<file path="src/hw/rtl/spf_div.sv">
// Restoring divider, one quotient bit per cycle.
`timescale 1ns / 1ps
module spf_div #(
	parameter int unsigned W = 17
) (
	input  logic         clk,
	input  logic         arst_n,
	input  logic         start,
	input  logic [W-1:0] num,
	input  logic [W-1:0] den,
	output logic         done,
	output logic [W-1:0] quo
);

	localparam int unsigned CW = $clog2(W + 1);

	logic [W-1:0]  rem_q;
	logic [W-1:0]  quo_q;
	logic [CW-1:0] cnt_q;
	logic          busy_q;
	logic          done_q;
	logic [W:0]    trial;
	logic [W:0]    diff;

	// shift in next numerator bit and try a subtract
	assign trial = {rem_q, quo_q[W-1]};
	assign diff  = trial - {1'b0, den};

	always_ff @(posedge clk or negedge arst_n) begin
		if (!arst_n) begin
			busy_q <= 1'b0;
			done_q <= 1'b0;
			cnt_q  <= '0;
		end else begin
			done_q <= 1'b0;
			if (start) begin
				busy_q <= 1'b1;
				cnt_q  <= CW'(W);
			end else if (busy_q) begin
				cnt_q <= cnt_q - 1'b1;
				if (cnt_q == CW'(1)) begin
					busy_q <= 1'b0;
					done_q <= 1'b1;
				end
			end
		end
	end

	// datapath
	always_ff @(posedge clk) begin
		if (start) begin
			rem_q <= '0;
			quo_q <= num;
		end else if (busy_q) begin
			if (trial >= {1'b0, den}) begin
				rem_q <= diff[W-1:0];
				quo_q <= {quo_q[W-2:0], 1'b1};
			end else begin
				rem_q <= trial[W-1:0];
				quo_q <= {quo_q[W-2:0], 1'b0};
			end
		end
	end

	assign done = done_q;
	assign quo  = quo_q;

endmodule
</file>
<file path="config.mk">
export PLATFORM = sky130hd
export DESIGN_NAME = spf_div
export DESIGN_NICKNAME = d
export VERILOG_FILES = /design/src/hw/rtl/spf_div.sv
export SDC_FILE = /design/constraint.sdc
export NUM_CORES = 1
export LEC_CHECK = 0
export BUFFER_PORTS_ARGS = -buffer_cell sky130_fd_sc_hd__buf_2
export CAP_MARGIN = 20
export CELL_PAD_IN_SITES_DETAIL_PLACEMENT = 0
export CELL_PAD_IN_SITES_GLOBAL_PLACEMENT = 1
export CORE_ASPECT_RATIO = 0.6
export CORE_MARGIN = 5
export CORE_UTILIZATION = 45
export CTS_CLUSTER_SIZE = 16
export DETAILED_ROUTE_END_ITERATION = 12
export PLACE_DENSITY_LB_ADDON = 0.1
export SYNTH_ARGS = -nofsm -noshare
export SYNTH_HDL_FRONTEND = slang
export SYNTH_SLANG_ARGS = --single-unit
export TNS_END_PERCENT = 50
</file>
<file path="constraint.sdc">
create_clock -name clk -period 5.7 [get_ports clk]
set_clock_uncertainty 0.15 [all_clocks]
set_input_delay 0.285 -clock clk [delete_from_list [all_inputs] [get_ports clk]]
set_output_delay 0.285 -clock clk [all_outputs]
set_load 0.05 [all_outputs]
</file>
==> impl_results.md, run 1 <==
- Status: complete, no violations
- Setup repair bufs after CTS: 0
- Unrepaired setup endpoints after global routing: false
- Crit path cell chain: inv_1 > ha_1 > inv_1 > fa_1 > a21o_1 > a311o_1 > o2bb2ai_2 > o31ai_4 > buf_4 > mux2_2 > a211oi_1
- # fillers: slightly below 600
- Post-route ant nets: 0
- Crit path DAT: ~3.7 ns
- Peak supply drop: ~120 uV
- Worst-Margin Slew: 0.950 ns
- Die span in x: around 110 um
- Worst Setup Path Type: reg -> reg
- Wire length per cell: 14.9 um
- Worst skew pair latency: about 0.29 ns
- Grt total ovfl: 0
- Drt pass-1 iters: 5
- Tcrit/Tclk final: 0.634
- Vias in the first global route: 2107
- Share of cells above drive strength 1: 0.260
- CP max stage delay: around 0.59 ns
- Placed cell area: 3050 um^2
- CTS tree: built
- Post-CTS sizing: 0
- Fmax: about 0.28 GHz
- Worst EP required: around 5.8 ns
- Pwr dens: 357 nW/um^2
- CTS Buf Count: 5
- N_diodes: 0
- Synthesized area: 2740 um^2
- Mux share of post-synthesis cell area: 0.0992
- Slowest library cell on the worst path: o31ai_4
- Clock-pin slew on the worst setup and hold paths: 0.08 ns
- Rows: 22
- I/O Pins: 55
- Hold violation count in the final report: 0
- YS warnings: 0
- Placed cell count: 410
- Core area: 6000 um^2
- Layout Cells excl Fill: 419
- Flip-flop and latch count after synthesis: 41
- Area Overhead vs Synth: 16.1%
- Initial drt markers: 93
- Hold slack: 0.132 ns
- Drt drc: 0
- Global-route wire length before repair: between 10000 and 15000 um
- Port buffer count: 54
- CP most frequent cell: inv_1
- Post-Syn Instances: ~290
- Critical path capture point type: register
- Count of max-cap constraint violations: 0
- Die height: 70.4 um
- Largest net degree at the start of global routing: 41
- Max-slew violations: 0
- Root Driver: clkbuf_8
- Max clock buf depth: 2
- Count of cell types in the netlist: 49
- # nets final: 391
- Crit start category: register
- Setup TNS Final: 0 ns
- Total Power: around 0.0011 W
- H-tree depth: 2
- Antenna violations before repair: 0
- Syn Area/Cell: 9.57 um^2
- Vias post-DR: between 2k and 2.5k
- Main synth FF type: edfxtp_1
- Die area: 7790 um^2
- Xor and xnor fraction of the mapped netlist area: 0.0544
- Compound-gate portion of the synthesized area: 0.192
- Total Wirelength: 6260 um
- Sink Count: 41
- Delay-heaviest family, CP: compound AO/OA/AOI/OAI gates
- Synth Area in Simple Gates: 0.129
- Final setup fails: 0
- Relative slew slack: 0.366
- All-Layer GR Usage: 0.165
- Final instance area: 3180 um^2
- Adder-Cell Fraction of Synth Area: 0.0941
- EDFF count, synth: 17
- Min-Delay Path Class: in -> reg
- Via density: 5.26
- FFs w/ async S/R, synth: 0.171
- Cts hold-fix bufs: 1
- Starting Density: 0.456
- P_leak: 1.49 nW
- Fin crit period: 3.62 ns
- Gpl congestion: about 0.8
- Post-synthesis sequential area ratio: 0.375
- DP Wirelength: 4800 um
- Worst Path Buf+Inv: 3
- Syn Nets: 343
- Largest family of logic cells by synthesized area: compound AO/OA/AOI/OAI gates
- Maximum fanout along the worst path: 17
## worst reg2reg max path: cells and delay by family, from the launching register on
| kind | cells | cell delay [ns] |
|---|---|---|
| muxes | 1 | 0.35 |
| DFF | 1 | 0.38 |
| buffers and inverters | 3 | 0.44 |
| adders and majority gates | 2 | 0.56 |
| AOI/OAI and AO/OA | 5 | 1.64 |
## through the flow
step / utilization / setup slack [ns]
6_report: 0.530 / 2.08
5_1_grt: 0.530 / 1.86
4_1_cts: 0.530 / 2.09
3_5_place_dp: 0.509 / 2.11
3_3_place_gp: 0.509 / 2.20
2_1_floorplan: - / 2.59
## area by class of cell
cell class	count	area [um^2]	area share
clock buffer	7	86.3	0.0272
multi-input combinational	207	1560	0.490
inverter	23	86.3	0.0272
clock inverter	1	30.0	0.00945
timing repair buffer	56	288	0.0906
sequential	41	1030	0.323
tap	84	105	0.0331
## sequential cells by signal, indices dropped and copies added (netlist names)
name and flops:
rem_q 17, cnt_q 5, quo 17, busy_q 1, done 1
## cell usage after synthesis (2+ instances only)
cell / number / area [um^2]
mux2_2: 17 / 191
o21a_1: 4 / 30.0
a22oi_1: 4 / 30.0
nand4_1: 5 / 31.3
a21o_1: 6 / 45.0
o2111ai_1: 2 / 17.5
inv_1: 23 / 86.3
or2_2: 2 / 12.5
o211ai_1: 3 / 22.5
o41ai_1: 2 / 17.5
o21ai_0: 9 / 45.0
buf_2: 4 / 20.0
edfxtp_1: 17 / 510
nor3_1: 2 / 10.0
nand2b_1: 7 / 43.8
xor2_1: 3 / 26.3
a21oi_1: 15 / 75.1
xnor2_1: 14 / 123
nand3_1: 3 / 15.0
dfrtp_1: 7 / 175
ha_1: 19 / 238
mux2i_1: 8 / 80.1
a211o_1: 5 / 43.8
dfxtp_1: 17 / 340
nand2_1: 18 / 67.6
nor4_1: 3 / 18.8
a211oi_1: 8 / 60.1
nor2_1: 25 / 93.8
o31ai_1: 3 / 22.5
a31oi_1: 3 / 18.8
clkbuf_1: 9 / 33.8
or3b_2: 2 / 17.5
## path summary, 6_finish.rpt
path / slack (ns) / cells past startpoint / end / startpoint
worst max register to register: 2.08 / 11 / rem_q[0] / quo[16]
max in group asynchronous: 5.03 / 2 / done / arst_n
worst min-delay path: 0.13 / 3 / quo[0] / num[0]
worst max-delay path: 2.08 / 11 / rem_q[0] / quo[16]
min in group asynchronous: 0.21 / 2 / cnt_q[2] / arst_n
worst min register to register: 0.34 / 2 / rem_q[16] / rem_q[15]
## metal layers
layer | vias up | GRT usage | routed length, um
li1 | 1138 | - | -
met1 | 1017 | 0.249 | 3290
met2 | 44 | 0.233 | 2630
met3 | 7 | 0.0381 | 267
met4 | 0 | 0.0423 | 67
met5 | - | 0 | 0
## cell usage in the layout (no fill, tap or decap), types with 5 or more instances in the layout
master	count
buf_2	54
edfxtp_1	17
a21o_1	6
ha_1	19
mux2i_1	8
nand2b_1	7
dfrtp_1	7
a211o_1	5
nand2_1	18
mux2_2	17
xnor2_1	14
nor2_1	25
inv_1	23
a211oi_1	8
clkbuf_8	6
a21oi_1	15
o21ai_0	9
nand4_1	5
dfxtp_1	17
## kinds of logic (layout without fill, tap and decap cells)
family	Yosys count	after routing
simple gates	72	72
fa+ha+maj	20	20
flops	41	41
buf+inv	38	87
xor+xnor	17	17
mux	25	25
compound gates	73	73
## power breakdown
part / internal [W] / switching, W / leakage (nW)
clock: 0.000143 / 0.0000974 / 0.0585
combinational: 0.000177 / 0.000283 / 1.03
sequential: 0.000376 / 0.0000576 / 0.402
total: 0.000696 / 0.000438 / 1.49
Power figures use the tool's default switching activity.
==> run 2: changes to the inputs <==
Settings changed: CORE_UTILIZATION 45 to 38.
Clock period 5.7 ns to 3.2 ns, I/O delays scaled along.
==> run 2 against run 1 <==
  * Final area increased by 2.7%
  * Total power increased by 85%
  * Non-clock buffer count increased by 5
  * Worst hold slack got worse by 0.12 ns
  * Critical path depth decreased by 1
  * Via count increased by 1.0%
  * Sequential share of layout area decreased by 0.84 points
  * Die area increased by 16%
  * Combinational power increased by 85%
  * Cell count increased by 2.9%
  * Global-route usage decreased by 2.0 points
  * Clock power increased by 110%
  * Largest cell class unchanged
  * Highest routed layer unchanged
==> impl_results.md, run 2 (same netlist as run 1, synthesis figures left out) <==
- Status: complete, no violations
- Critical path capture point type: register
- Fin crit period: 2.99 ns
- Pwr dens: between 600 and 700 nW/um^2
- All-Layer GR Usage: 0.144
- Relative slew slack: 0.497
- Fin util: 0.457
- Post-route ant nets: 0
- Worst Setup Path Type: reg -> reg
- Via density: 5.17
- Switching Fraction: 0.390
- R2R cell count: 10
- Crit path DAT: 3.03 ns
- Grt total ovfl: 0
- Drt drc: 0
- Pre-CTS setup slack: 0.224 ns
- Comb power frac: 0.405
- Starting Density: 0.383
- Clock power share: 0.235
- Drt pass-1 iters: 4
- N_diodes: 0
- Tcrit/Tclk final: 0.933
- Vias post-DR: 2228
- H-tree depth: 2
- Largest net degree at the start of global routing: 40
- R2R Setup Slk: 0.21 ns
- Max-slew violations: 0
- Hold Path Sink: quo[0]
- Setup WS post-layout: 0.214 ns
- Most common cell after layout, fill and taps aside: buf_2
- Fmax: 0.335 GHz
- CTS Buf Count: 5
- Wire length per cell: 15.3 um
- Vias in the first global route: roughly 2.0k
- Crit start category: register
- Share of cells above drive strength 1: 0.274
- Antenna violations before repair: 0
- Sw Pwr: 0.000819 W
- Die area: 9060 um^2
- Sink Count: 41
- Final setup fails: 0
- Die span in x: 120 um
- Hold depth: 3
- Hold violation count in the final report: 0
- Max clock buf depth: 2
- I/O Pins: 55
- Min-Delay Path Class: in -> reg
- Total Wirelength: roughly 6600 um
- # nets final: 396
- DP Wirelength: between 4000 and 5000 um
- Unrepaired setup endpoints after global routing: false
- Setup TNS Final: 0 ns
- Reg2reg start: quo[16]
- Count of max-cap constraint violations: 0
- Internal power: 0.00128 W
- Reg2reg end: rem_q[0]
- Clock-pin slew on the worst setup and hold paths: roughly 0.060 ns
- Setup repair bufs after CTS: 0
- Worst-Margin Slew: 0.746 ns
- Worst EP required: 3.25 ns
- Maximum fanout along the worst path: 4
- Initial drt markers: 134
- CTS tree: built
- Gpl congestion: around 0.80
- Root Driver: clkbuf_16
- Core area: 7150 um^2
- Die height: ~76 um
- Global-route wire length before repair: 10300 um
- Part of the power in registers: 0.360
- Peak supply drop: 228 uV
- Total Power: 0.00210 W
- Area Overhead vs Synth: 19.2%
- Port buffer count: 54
- Most frequent cells in the layout: buf_2, nor2_1, inv_1
- Rows: 24
- # fillers: 713
- Worst skew pair latency: ~0.28 ns
- Critical hold path startpoint: num[0]
- P_leak: 1.53 nW
run 2: cell count changes in the layout (fill, tap and decap cells not counted), sizes merged:
cell | before | now
buf | 55 | 60
clkbuf | 7 | 5
clkinv | 0 | 2
bufinv | 1 | 0
clkinvlp | 0 | 1
run 2: critical path, stage by stage, from the launching register on:
cell       delay, ns
edfxtp_1        0.38
inv_1           0.08
ha_1            0.15
inv_1           0.05
fa_1            0.40
a21o_1          0.23
a311o_1         0.39
o2bb2ai_2       0.17
o31ai_4         0.30
mux2_2          0.37
a211oi_1        0.21
run 2: layout make-up:
class / instances / area (um^2) / area share
repair buffers: 61 / 338 / 0.104
clock buffers: 5 / 125 / 0.0383
flip-flops and latches: 41 / 1030 / 0.314
clock inverters: 3 / 17.5 / 0.00537
well taps: 91 / 114 / 0.0349
multi-input cells: 207 / 1560 / 0.477
inverters: 23 / 86.3 / 0.0265
run 2: routing by layer:
layer,vias up,share of wire,GRT usage
met4,0,0.0083,0.0305
met5,-,0,0
met3,4,0.036,0.0319
met1,1037,0.56,0.227
met2,41,0.39,0.198
li1,1146,-,-
run 2: what timing repair did:
| item | 4_1_cts | 5_1_grt |
|---|---|---|
| hold buffers | 1 | 0 |
| resized for setup | 0 | 0 |
| hold endpoints to repair | 7 | 0 |
run 2: worst max-delay path by stage:
stage	to	slack [ns]	from	depth (start not counted)
floorplan	rem_q[0]	0.09	quo[16]	10
global placement	rem_q[0]	0.31	quo[16]	10
detailed placement	rem_q[0]	0.22	quo[16]	10
CTS	rem_q[0]	0.20	quo[16]	10
global route	rem_q[0]	0.04	quo[16]	10
finish	rem_q[0]	0.21	quo[16]	10
run 2: metrics by stage:
step	hold WS (ns)	cells	area (um^2)
final	0.0144	431	3260
after global placement	-0.151	422	3110
after CTS	0.0179	431	3260
after global routing	0.0203	431	3260
after detailed placement	-0.149	422	3110
after floorplan	-0.286	286	2740
run 2: power groups by stage:
stage                     combinational (W)  sequential (W)  clock (W)
after detailed placement           0.000849        0.000766          0
final                              0.000849        0.000756   0.000494
after CTS                          0.000855        0.000756   0.000508
after global placement             0.000856        0.000765          0
after global routing               0.000928        0.000770   0.000537
after floorplan                    0.000494        0.000922          0
